`config.mk`:
```
export PLATFORM = sky130hd
export DESIGN_NAME = uart_fractional_baud_divisor_unit
export DESIGN_NICKNAME = d
export VERILOG_FILES = /design/src/rtl/fbd_pkg.sv /design/src/rtl/fbd_div_stage.sv /design/src/rtl/uart_fractional_baud_divisor_unit.sv
export SDC_FILE = /design/constraint.sdc
export NUM_CORES = 2
export LEC_CHECK = 0
export ABC_AREA = 0
export BUFFER_PORTS_ARGS = -buffer_cell sky130_fd_sc_hd__buf_4
export CORE_ASPECT_RATIO = 1.25
export CORE_UTILIZATION = 51
export CTS_CLUSTER_DIAMETER = 40
export DETAILED_ROUTE_END_ITERATION = 7
export HOLD_SLACK_MARGIN = 0.06
export PLACE_DENSITY = 0.77
export SYNTH_ARGS = -nofsm -noshare
export SYNTH_HDL_FRONTEND = slang
export SYNTH_SLANG_ARGS = --single-unit
```
`constraint.sdc`:
```
create_clock -name clk -period 10.4 [get_ports clk]
set_input_delay 1.04 -clock clk [delete_from_list [all_inputs] [get_ports clk]]
set_output_delay 1.04 -clock clk [all_outputs]
set_load 0.05 [all_outputs]
```
`src/rtl/fbd_pkg.sv`:
```
// Package for the fractional baud divisor unit: payload structs, widths and constants.
// Depends on nothing; imported by fbd_div_stage, uart_fractional_baud_divisor_unit and the testbench.
`default_nettype none

package fbd_pkg;

    localparam int FBD_IN_W       = 32;   // clock and baud field width
    localparam int FBD_INT_W      = 28;   // integer divisor width
    localparam int FBD_FRAC_W     = 6;    // fractional divisor width
    localparam int FBD_QUOT_W     = FBD_INT_W + FBD_FRAC_W; // floor(4 * clock / baud)
    localparam int FBD_STAGE_BITS = 2;    // quotient bits resolved per pipeline stage

    localparam logic [FBD_FRAC_W-1:0] FBD_FRAC_MAX = '1;

    typedef struct packed {
        logic [FBD_IN_W-1:0] clock_freq_hz;
        logic [FBD_IN_W-1:0] baud_rate;
    } fbd_in_t;

    typedef struct packed {
        logic [FBD_INT_W-1:0]  integer_divisor;
        logic [FBD_FRAC_W-1:0] fraction_divisor;
    } fbd_out_t;

    // Control that travels alongside each item in the divider pipeline.
    typedef struct packed {
        logic valid;
        logic zero;   // clock or baud was zero
    } fbd_ctrl_t;

endpackage

`default_nettype wire

```
`src/rtl/fbd_div_stage.sv`:
```
// One registered stage of the restoring divider: resolves STAGE_BITS quotient bits.
// Depends on fbd_pkg for the field width and the control struct.
`default_nettype none

module fbd_div_stage #(
    parameter int STAGE_BITS = fbd_pkg::FBD_STAGE_BITS,
    parameter int ACC_W      = fbd_pkg::FBD_QUOT_W
) (
    input  wire                               clk,
    input  wire                               rst_n,
    input  wire  fbd_pkg::fbd_ctrl_t          ctrl_in,
    input  wire  [fbd_pkg::FBD_IN_W-1:0]      rem_in,
    input  wire  [fbd_pkg::FBD_IN_W-1:0]      divisor_in,
    input  wire  [ACC_W-1:0]                  acc_in,
    output fbd_pkg::fbd_ctrl_t                ctrl_out,
    output logic [fbd_pkg::FBD_IN_W-1:0]      rem_out,
    output logic [fbd_pkg::FBD_IN_W-1:0]      divisor_out,
    output logic [ACC_W-1:0]                  acc_out
);
    import fbd_pkg::*;

    fbd_ctrl_t           ctrl_reg;
    logic [FBD_IN_W-1:0] rem_reg;
    logic [FBD_IN_W-1:0] rem_next;
    logic [FBD_IN_W-1:0] divisor_reg;
    logic [ACC_W-1:0]    acc_reg;
    logic [ACC_W-1:0]    acc_next;

    // The accumulator shifts dividend bits out at the top and quotient bits in at the bottom.
    always_comb
    begin
        logic [FBD_IN_W:0]   trial;
        logic [FBD_IN_W-1:0] rem_v;
        logic [ACC_W-1:0]    acc_v;
        rem_v = rem_in;
        acc_v = acc_in;
        for (int k = 0; k < STAGE_BITS; k++)
        begin
            trial = {rem_v, acc_v[ACC_W-1]};
            acc_v = {acc_v[ACC_W-2:0], 1'b0};
            if (trial >= {1'b0, divisor_in})
            begin
                trial    = trial - {1'b0, divisor_in};
                acc_v[0] = 1'b1;
            end
            rem_v = trial[FBD_IN_W-1:0];
        end
        rem_next = rem_v;
        acc_next = acc_v;
    end

    always_ff @(posedge clk or negedge rst_n)
    begin
        if (!rst_n)
        begin
            ctrl_reg <= '0;
        end
        else
        begin
            ctrl_reg <= ctrl_in;
        end
    end

    always_ff @(posedge clk)
    begin
        rem_reg     <= rem_next;
        divisor_reg <= divisor_in;
        acc_reg     <= acc_next;
    end

    assign ctrl_out    = ctrl_reg;
    assign rem_out     = rem_reg;
    assign divisor_out = divisor_reg;
    assign acc_out     = acc_reg;

endmodule

`default_nettype wire

```
`src/rtl/uart_fractional_baud_divisor_unit.sv`:
```
// Top level of the UART fractional baud divisor unit: pipelined divider plus rounding stage.
// Depends on fbd_pkg and fbd_div_stage.
//
//   Channel   Signals                   Transfer happens when
//   -------   -----------------------   ------------------------------------------
//   request   start, busy, request      rising edge with start high and busy low
//   result    done, result              rising edge that ends the cycle done is high
//
// Between the accepting edge and the result strobe lie the 34-bit restoring division,
// spread over the chain of divider stages at two quotient bits per stage by default,
// and one rounding and saturation stage. The result transfer happens at the edge
// that ends the strobe cycle.
// A new request is accepted in every cycle, so busy is always low.
// Reset clears only the valid bits of the pipeline; data registers are not reset.
// The receiver cannot stall, so the pipeline never holds and results leave in order.
`default_nettype none

module uart_fractional_baud_divisor_unit #(
    parameter int STAGE_BITS = fbd_pkg::FBD_STAGE_BITS
) (
    input  wire                 clk,
    input  wire                 rst_n,
    input  wire                 start,
    output logic                busy,
    input  wire fbd_pkg::fbd_in_t request,
    output logic                done,
    output fbd_pkg::fbd_out_t   result
);
    import fbd_pkg::*;

    // The divider computes Q = floor(4 * clock / baud) and its remainder r. Then the
    // integer divisor is Q / 64, the truncated fraction is Q mod 64, and the fraction
    // rounds up when 2 * r >= baud, which is the half-denominator rounding of the
    // sixteen-times-baud formulation.
    localparam int NUM_STAGES = (FBD_QUOT_W + STAGE_BITS - 1) / STAGE_BITS;
    localparam int ACC_W      = NUM_STAGES * STAGE_BITS;
    localparam int LATENCY    = NUM_STAGES + 1;

    fbd_ctrl_t           ctrl_s    [0:NUM_STAGES];
    logic [FBD_IN_W-1:0] rem_s     [0:NUM_STAGES];
    logic [FBD_IN_W-1:0] divisor_s [0:NUM_STAGES];
    logic [ACC_W-1:0]    acc_s     [0:NUM_STAGES];

    logic accept;

    assign busy   = 1'b0;
    assign accept = start && !busy;

    // Stage zero input: the dividend is the clock shifted left by two, zero-extended
    // to fill the whole accumulator; leading zeros only give leading zero quotient bits.
    assign ctrl_s[0]    = '{valid: accept,
                            zero:  (request.clock_freq_hz == '0) || (request.baud_rate == '0)};
    assign rem_s[0]     = '0;
    assign divisor_s[0] = request.baud_rate;
    assign acc_s[0]     = ACC_W'({request.clock_freq_hz, 2'b00});

    for (genvar g = 0; g < NUM_STAGES; g++)
    begin : g_div
        fbd_div_stage #(
            .STAGE_BITS (STAGE_BITS),
            .ACC_W      (ACC_W)
        ) u_stage (
            .clk         (clk),
            .rst_n       (rst_n),
            .ctrl_in     (ctrl_s[g]),
            .rem_in      (rem_s[g]),
            .divisor_in  (divisor_s[g]),
            .acc_in      (acc_s[g]),
            .ctrl_out    (ctrl_s[g+1]),
            .rem_out     (rem_s[g+1]),
            .divisor_out (divisor_s[g+1]),
            .acc_out     (acc_s[g+1])
        );
    end

    // Final stage: split the quotient, round the fraction, saturate it at its maximum
    // without carrying into the integer part, and force the integer part to at least one.
    logic [FBD_QUOT_W-1:0] quot_full;
    logic [FBD_INT_W-1:0]  int_part;
    logic [FBD_FRAC_W-1:0] frac_trunc;
    logic                  round_up;
    logic [FBD_FRAC_W:0]   frac_sum;
    fbd_out_t              result_next;
    fbd_out_t              result_reg;
    logic                  done_reg;

    always_comb
    begin
        quot_full  = acc_s[NUM_STAGES][FBD_QUOT_W-1:0];
        int_part   = quot_full[FBD_QUOT_W-1:FBD_FRAC_W];
        frac_trunc = quot_full[FBD_FRAC_W-1:0];
        round_up   = {rem_s[NUM_STAGES], 1'b0} >= {1'b0, divisor_s[NUM_STAGES]};
        frac_sum   = {1'b0, frac_trunc} + {{FBD_FRAC_W{1'b0}}, round_up};

        if (ctrl_s[NUM_STAGES].zero)
        begin
            result_next.integer_divisor  = FBD_INT_W'(1);
            result_next.fraction_divisor = '0;
        end
        else
        begin
            result_next.integer_divisor  = (int_part == '0) ? FBD_INT_W'(1) : int_part;
            result_next.fraction_divisor = frac_sum[FBD_FRAC_W] ? FBD_FRAC_MAX
                                                                : frac_sum[FBD_FRAC_W-1:0];
        end
    end

    always_ff @(posedge clk or negedge rst_n)
    begin
        if (!rst_n)
        begin
            done_reg <= 1'b0;
        end
        else
        begin
            done_reg <= ctrl_s[NUM_STAGES].valid;
        end
    end

    always_ff @(posedge clk)
    begin
        result_reg <= result_next;
    end

    assign done   = done_reg;
    assign result = result_reg;

    // A result appears only for a matching earlier accepted transfer.
    assert property (@(posedge clk) disable iff (!rst_n)
        done |-> $past(accept, LATENCY))
        else $error("result strobe without a matching request");

    // The integer divisor is never zero.
    assert property (@(posedge clk) disable iff (!rst_n)
        done |-> (result.integer_divisor != '0))
        else $error("integer divisor is zero");

    // A zero baud rate gives integer one and fraction zero.
    assert property (@(posedge clk) disable iff (!rst_n)
        (done && $past(request.baud_rate == '0, LATENCY)) |->
            (result.integer_divisor == FBD_INT_W'(1) && result.fraction_divisor == '0))
        else $error("zero baud rate not handled");

    // A clock below sixteen times the baud rate forces the integer divisor to one.
    assert property (@(posedge clk) disable iff (!rst_n)
        (done && $past({4'b0000, request.clock_freq_hz} < {request.baud_rate, 4'b0000},
                       LATENCY)) |->
            (result.integer_divisor == FBD_INT_W'(1)))
        else $error("small clock did not force integer divisor to one");

endmodule

`default_nettype wire

```
# Yosys cells after proc, flatten, opt, wreduce, memory -nomap -nowiden
# Index checks and enable logic that the tools add are counted.
totals:
  regBits: 1703
  out_inout_bits: 36
classes:
  mux: 69
  magnitude_cmp: 35
  reduce_logical: 5
  add_sub_neg: 35
op_table:
  columns: ["operator", "count"]
  rows:
  - ["33-bit by 32-bit greater-or-equal comparator with 1-bit output", 34]
  - ["32-bit two-way mux", 34]
  - ["32-bit subtractor", 33]
  - ["32-bit zero test", 2]
  - ["1-bit two-way mux", 34]
  - ["1-bit by 32-bit greater-or-equal comparator with 1-bit output", 1]
  - ["1-bit by 32-bit subtractor with 32-bit output", 1]
  - ["28-bit zero test", 1]
  - ["6-bit by 1-bit adder with 7-bit output", 1]
  - ["6-bit two-way mux", 1]
  - ["2-bit OR reduction", 1]
  - ["1-bit logical OR", 1]

# Logic depth before layout (Yosys ltp)
depth:
  ltp_word: 4
  ltp_mapped: 28

# Modules after synthesis
# A second synthesis with hierarchy kept.
hier_totals:
  hier_cells: 12345
  hier_area_um2: 111418.1
modules_own_cells:
  columns: ["module", "seq_area_each_um2", "n_inst", "cells_each", "area_per_inst_um2"]
  rows:
  - ["fbd_div_stage (g_div[11].u_stage ...)", 2011.9, 13, 706, 6424.9]
  - ["fbd_div_stage (g_div[0].u_stage ...)", 2011.9, 3, 746, 6513.7]
  - ["fbd_div_stage (g_div[10].u_stage)", 2011.9, 1, 700, 6318.6]
  - ["uart_fractional_baud_divisor_unit", 705.7, 1, 229, 2034.5]

# Worst setup path before layout
# Ideal clock, no wire load.
synth_path:
  path_type: "flip-flop to flip-flop"
  from: "register g_div[10].u_stage.divisor_reg[3]"
  to: "register g_div[11].u_stage.rem_reg[10]"
  synth_period_minus_slack_ps: 5827
  required_time_ps: 10279
  arrival_time_ps: 5707
  stages_incl_launch_ff: 27
  path_slack_ps: 4573
  path_cell_list: "dfxtp_1 inv_1 ha_1 and3_1 o21ai_1 o211ai_1 a221oi_2 o22ai_2 a211o_1 o31ai_1 buf_2 buf_1 nand2_1 o21ai_0 ha_1 nor2b_1 o31a_1 o31ai_1 a21oi_1 a21o_1 a41oi_1 a41oi_1 or2b_1 and3_1 buf_4 buf_6 mux2_2"
synth_between:
  elab_chain_cells: 4
  word_cells_on_any_way: 6
synth_lines:
  columns: ["item", "line", "rtl"]
  rows:
  - ["start, declared", "fbd_div_stage.sv:25", "logic [FBD_IN_W-1:0] divisor_reg;"]
  - ["start signal, assigned", "fbd_div_stage.sv:67", "divisor_reg <= divisor_in;"]
  - ["32-bit subtractor / 33-bit by 32-bit greater-or-equal comparator with 1-bit output (equally long branches)", "fbd_div_stage.sv:43, fbd_div_stage.sv:41", null]
  - ["32-bit two-way mux", "fbd_div_stage.sv:41", "if (trial >= {1'b0, divisor_in})"]
  - ["32-bit subtractor / 33-bit by 32-bit greater-or-equal comparator with 1-bit output (equally long branches)", "fbd_div_stage.sv:43, fbd_div_stage.sv:41", null]
  - ["32-bit two-way mux (*)", "fbd_div_stage.sv:41", null]
  - ["named net g_div[11].u_stage.rem_next[10]", "fbd_div_stage.sv:24", "logic [FBD_IN_W-1:0] rem_next;"]
  - ["end signal, assigned", "fbd_div_stage.sv:66", "rem_reg <= rem_next;"]
  - ["end, declared", "fbd_div_stage.sv:23", "logic [FBD_IN_W-1:0] rem_reg;"]
# Mark *: on every way through the listed nets, which the timed path passes. The rest lies on a longest branch.
# A chain may end at the register's enable or synchronous reset.

# Worst setup path after layout
layout_path:
  from: "register g_div[12].u_stage.divisor_reg[12]"
  to: "register g_div[13].u_stage.rem_reg[11]"
layout_between:
  elab_chain_cells: 4
  word_cells_on_any_way: 6
layout_lines:
  columns: ["item", "line"]
  rows:
  - ["start, declared", "fbd_div_stage.sv:25"]
  - ["start signal, assigned", "fbd_div_stage.sv:67"]
  - ["33-bit by 32-bit greater-or-equal comparator with 1-bit output / 32-bit subtractor (equally long branches)", "fbd_div_stage.sv:41, fbd_div_stage.sv:43"]
  - ["32-bit two-way mux", "fbd_div_stage.sv:41"]
  - ["32-bit subtractor / 33-bit by 32-bit greater-or-equal comparator with 1-bit output (equally long branches)", "fbd_div_stage.sv:43, fbd_div_stage.sv:41"]
  - ["32-bit two-way mux (*)", "fbd_div_stage.sv:41"]
  - ["named net g_div[13].u_stage.rem_next[11]", "fbd_div_stage.sv:24"]
  - ["end signal, assigned", "fbd_div_stage.sv:66"]
  - ["end, declared", "fbd_div_stage.sv:23"]
# Marks and branches as above.

==> flow_summary.yaml <==
run_status:
  status: "complete, no violations"
placed_design:
  port_buffers: 101
  routabilityCongestion: 1.05
  dp_hpwl_um: 268000
clock_tree:
  clock_latency_ns: 0.91
  cts_sinks: 1703
  clk_pin_slew_ns: 0.06
  cts_resized: 0
  cts_tree: "done"
  cts_buffer_depth: 3
  h-tree-depth: 4
  cts-root-buf: "clkbuf_16"
  cts_setup_buffers: 0
  cts_buffers: 224
floorplanning:
  dieArea_mm2: 0.203
  start_util_pct: 51.5
  die_y_um: 504
  die_width_um: 403
  std_cell_rows: 183
  core_mm2: 0.199
  ios: 103
pwr:
  p_leak_uw: 0.0530
  peakVddDrop_mv: 0.260
  p_per_area_mw_per_mm2: 241
  power_uw: 27500
grt:
  grt_first_pass_wirelength_um: 491000
  overflow: 0
  antenna_found_initial: 11
  grt_usage_pct: 31.1
  grt_pass1_vias: 85600
  grt_max_degree: 53
yosys:
  synth_area_leaders: "dfxtp_1 33%, ha_1 13%, mux2_2 6.2%"
  ys_types: 108
  avgSynthCellArea_um2: 8.86
  seq_area_frac_synth_pct: 33.4
  synthCells: 11600
  synth-async-reset-ratio_pct: 2.06
  synthesis.nets: 12800
  synth-main-ff-cell: "dfxtp_1"
  synth_edf_count: 0
  synth_top_area_share_pct: 32.5
  yosysWarningCount: 0
  ys_ff_latch: 1703
  synth_top_area_cell: "dfxtp_1"
  netlist_area_mm2: 0.103
critical_path:
  slowest_stage: "nor4_1"
  arrival_ns: 9.10
  crit_fanout: 33
  worstSetupStartpointType: "flip-flop"
  crit_required_ns: 11.16
  cp_cell_sequence: "inv_1 > ha_1 > nand4_1 > a211oi_1 > o21ai_0 > a21o_1 > a211oi_1 > o211ai_1 > and2_1 > inv_1 > mux2_2 > ha_1 > nand3_1 > nor4_1 > a21boi_0 > o31ai_1 > a211o_1 > a21oi_1 > o21ai_0 > o2111ai_4 > buf_4 > mux2_2"
  max_stage_delay_ns: 1.01
  crit_buf_inv: 3
  end_kind: "flip-flop"
  path_delay_family: "compound AO/OA/AOI/OAI gates"
  criticalPathCategory: "flip-flop to flip-flop"
layout:
  final_common_cell: "dfxtp_1"
  final_cell_mix: "1,668 x dfxtp_1, 1,090 x ha_1, 971 x a21oi_1, 885 x inv_1, 775 x nand2_1"
  area_growth_pct: 11.0
  finalNetCount: 12900
  largest_reg_flops: 546
  drive_gt1_share_pct: 10.8
sta:
  rsz0062_at_grt: "false"
  timing.setup.tns_ns: 0
  skew_ns: 0.0552
  min_period_ns: 8.34
  final_max_slew_viol_count: 0
  post-route-period-util_pct: 80.2
  clock.fmax_mhz: 120
  worstMarginPinSlew_ns: 1.31
  finalHoldViolCount: 0
  maxSlewHeadroom_pct: 11.6
  setup_viol: 0
detailed_routing:
  drc_errors: 0
  ant_nets: 0
  dr_total_vias: 86600
  drtIter0Drc: 6323
  routed_wl_um: 327000
  dr.pass1.iters: 6
  wl_per_cell_um: 22.4
  vias_per_cell: 5.94
run:
  maxCapViolCount: 0
min_path:
  min_path_type: "input pin to flip-flop"
## power by group
part           leakage, uW  internal [uW]  switching (uW)  total, uW
Sequential          0.0143           7210             479       7690
Clock              0.00381           4540            3340       7880
Combinational       0.0349           5170            6750      11900
## final cells by class
class	instances	area, um^2
repair buffers	148	1110
flip-flops and latches	1703	34300
inverters	892	3350
fillers	17700	85500
clock buffers	260	6020
diodes	11	27.5
clock inverters	162	1870
well taps	2682	3360
multi-input cells	8734	64000
## per-layer routing
metal	up-vias	wire length, um	track usage [%]
met5	-	19	0
met4	2	27400	23.6
met3	891	15000	4.22
met2	2673	159000	54.9
met1	41000	126000	33.9
li1	42100	-	-
## cells in the mapped netlist, types with 72 or more instances
| master | number |
|---|---|
| dfxtp_1 | 1668 |
| ha_1 | 1090 |
| a21oi_1 | 973 |
| inv_1 | 885 |
| nand2_1 | 776 |
| o21ai_0 | 729 |
| nor2_1 | 688 |
| mux2_2 | 569 |
| xnor2_1 | 539 |
| a21o_1 | 465 |
| xor2_1 | 309 |
| nand3_1 | 234 |
| nand4_1 | 175 |
| nor3_1 | 175 |
| clkbuf_1 | 162 |
| o21a_1 | 153 |
| nor2b_1 | 124 |
| nand2b_1 | 118 |
| a211oi_1 | 117 |
| a31oi_1 | 112 |
| o21bai_1 | 111 |
| nor4_1 | 109 |
| and3_1 | 100 |
| o211ai_1 | 96 |
| and2_1 | 80 |
| o31ai_1 | 76 |
| buf_2 | 72 |
## cells by family (layout without fill, tap and decap cells)
kind of cell | count (synthesis) | in the layout | share of synthesized area [%]
adders and majority gates | 1122 | 1122 | 13.9
other | 1 | 12 | 0.00365
buffers and inverters | 1155 | 1462 | 4.44
muxes | 644 | 644 | 7.12
AOI/OAI and AO/OA | 3327 | 3327 | 20.8
xor gates and xnor gates | 848 | 848 | 7.24
DFF | 1703 | 1703 | 33.4
and+or+nand+nor | 2792 | 2792 | 13.2
## worst reg2reg max path, delay by kind of cell, from the launching register on
family          cells  cell delay (ns)
compound gates     11             3.15
fa+ha+maj           2             0.79
buf+inv             3             1.39
flops               1             0.39
mux                 2             0.94
simple gates        4             1.54
## timing repair
item | CTS | global route
endpoints found under the hold margin | 35 | 0
setup endpoints to repair | 0 | 0
hold buffers | 1 | 0
## worst paths after layout
check                                                       start                               to  slack [ns]  depth (start not counted)
worst max-delay path            g_div[12].u_stage.divisor_out[12]    g_div[13].u_stage.rem_out[11]        2.06                         22
worst min-delay path                                   request[3]  g_div[0].u_stage.divisor_out[3]        0.24                          1
worst max register to register  g_div[12].u_stage.divisor_out[12]    g_div[13].u_stage.rem_out[11]        2.06                         22
worst min register to register        g_div[7].u_stage.acc_out[3]      g_div[8].u_stage.acc_out[5]        0.29                          0
max in group asynchronous                                   rst_n     g_div[9].u_stage.ctrl_out[0]        9.44                          2
min in group asynchronous                                   rst_n     g_div[0].u_stage.ctrl_out[1]        0.65                          2
## metrics by stage
stage          cells  cell area [um^2]  utilization, %  setup slack [ns]  hold WS [ns]
3_3_place_gp   14200            106000            53.2              2.20         0.309
2_1_floorplan  11600            103000               -              4.57         0.310
6_report       14600            114000            57.1              2.06         0.242
5_1_grt        14600            114000            57.1              1.84         0.201
4_1_cts        14600            114000            57.1              2.16         0.182
3_5_place_dp   14200            106000            53.2              2.23         0.312
Power figures use the tool's default switching activity.
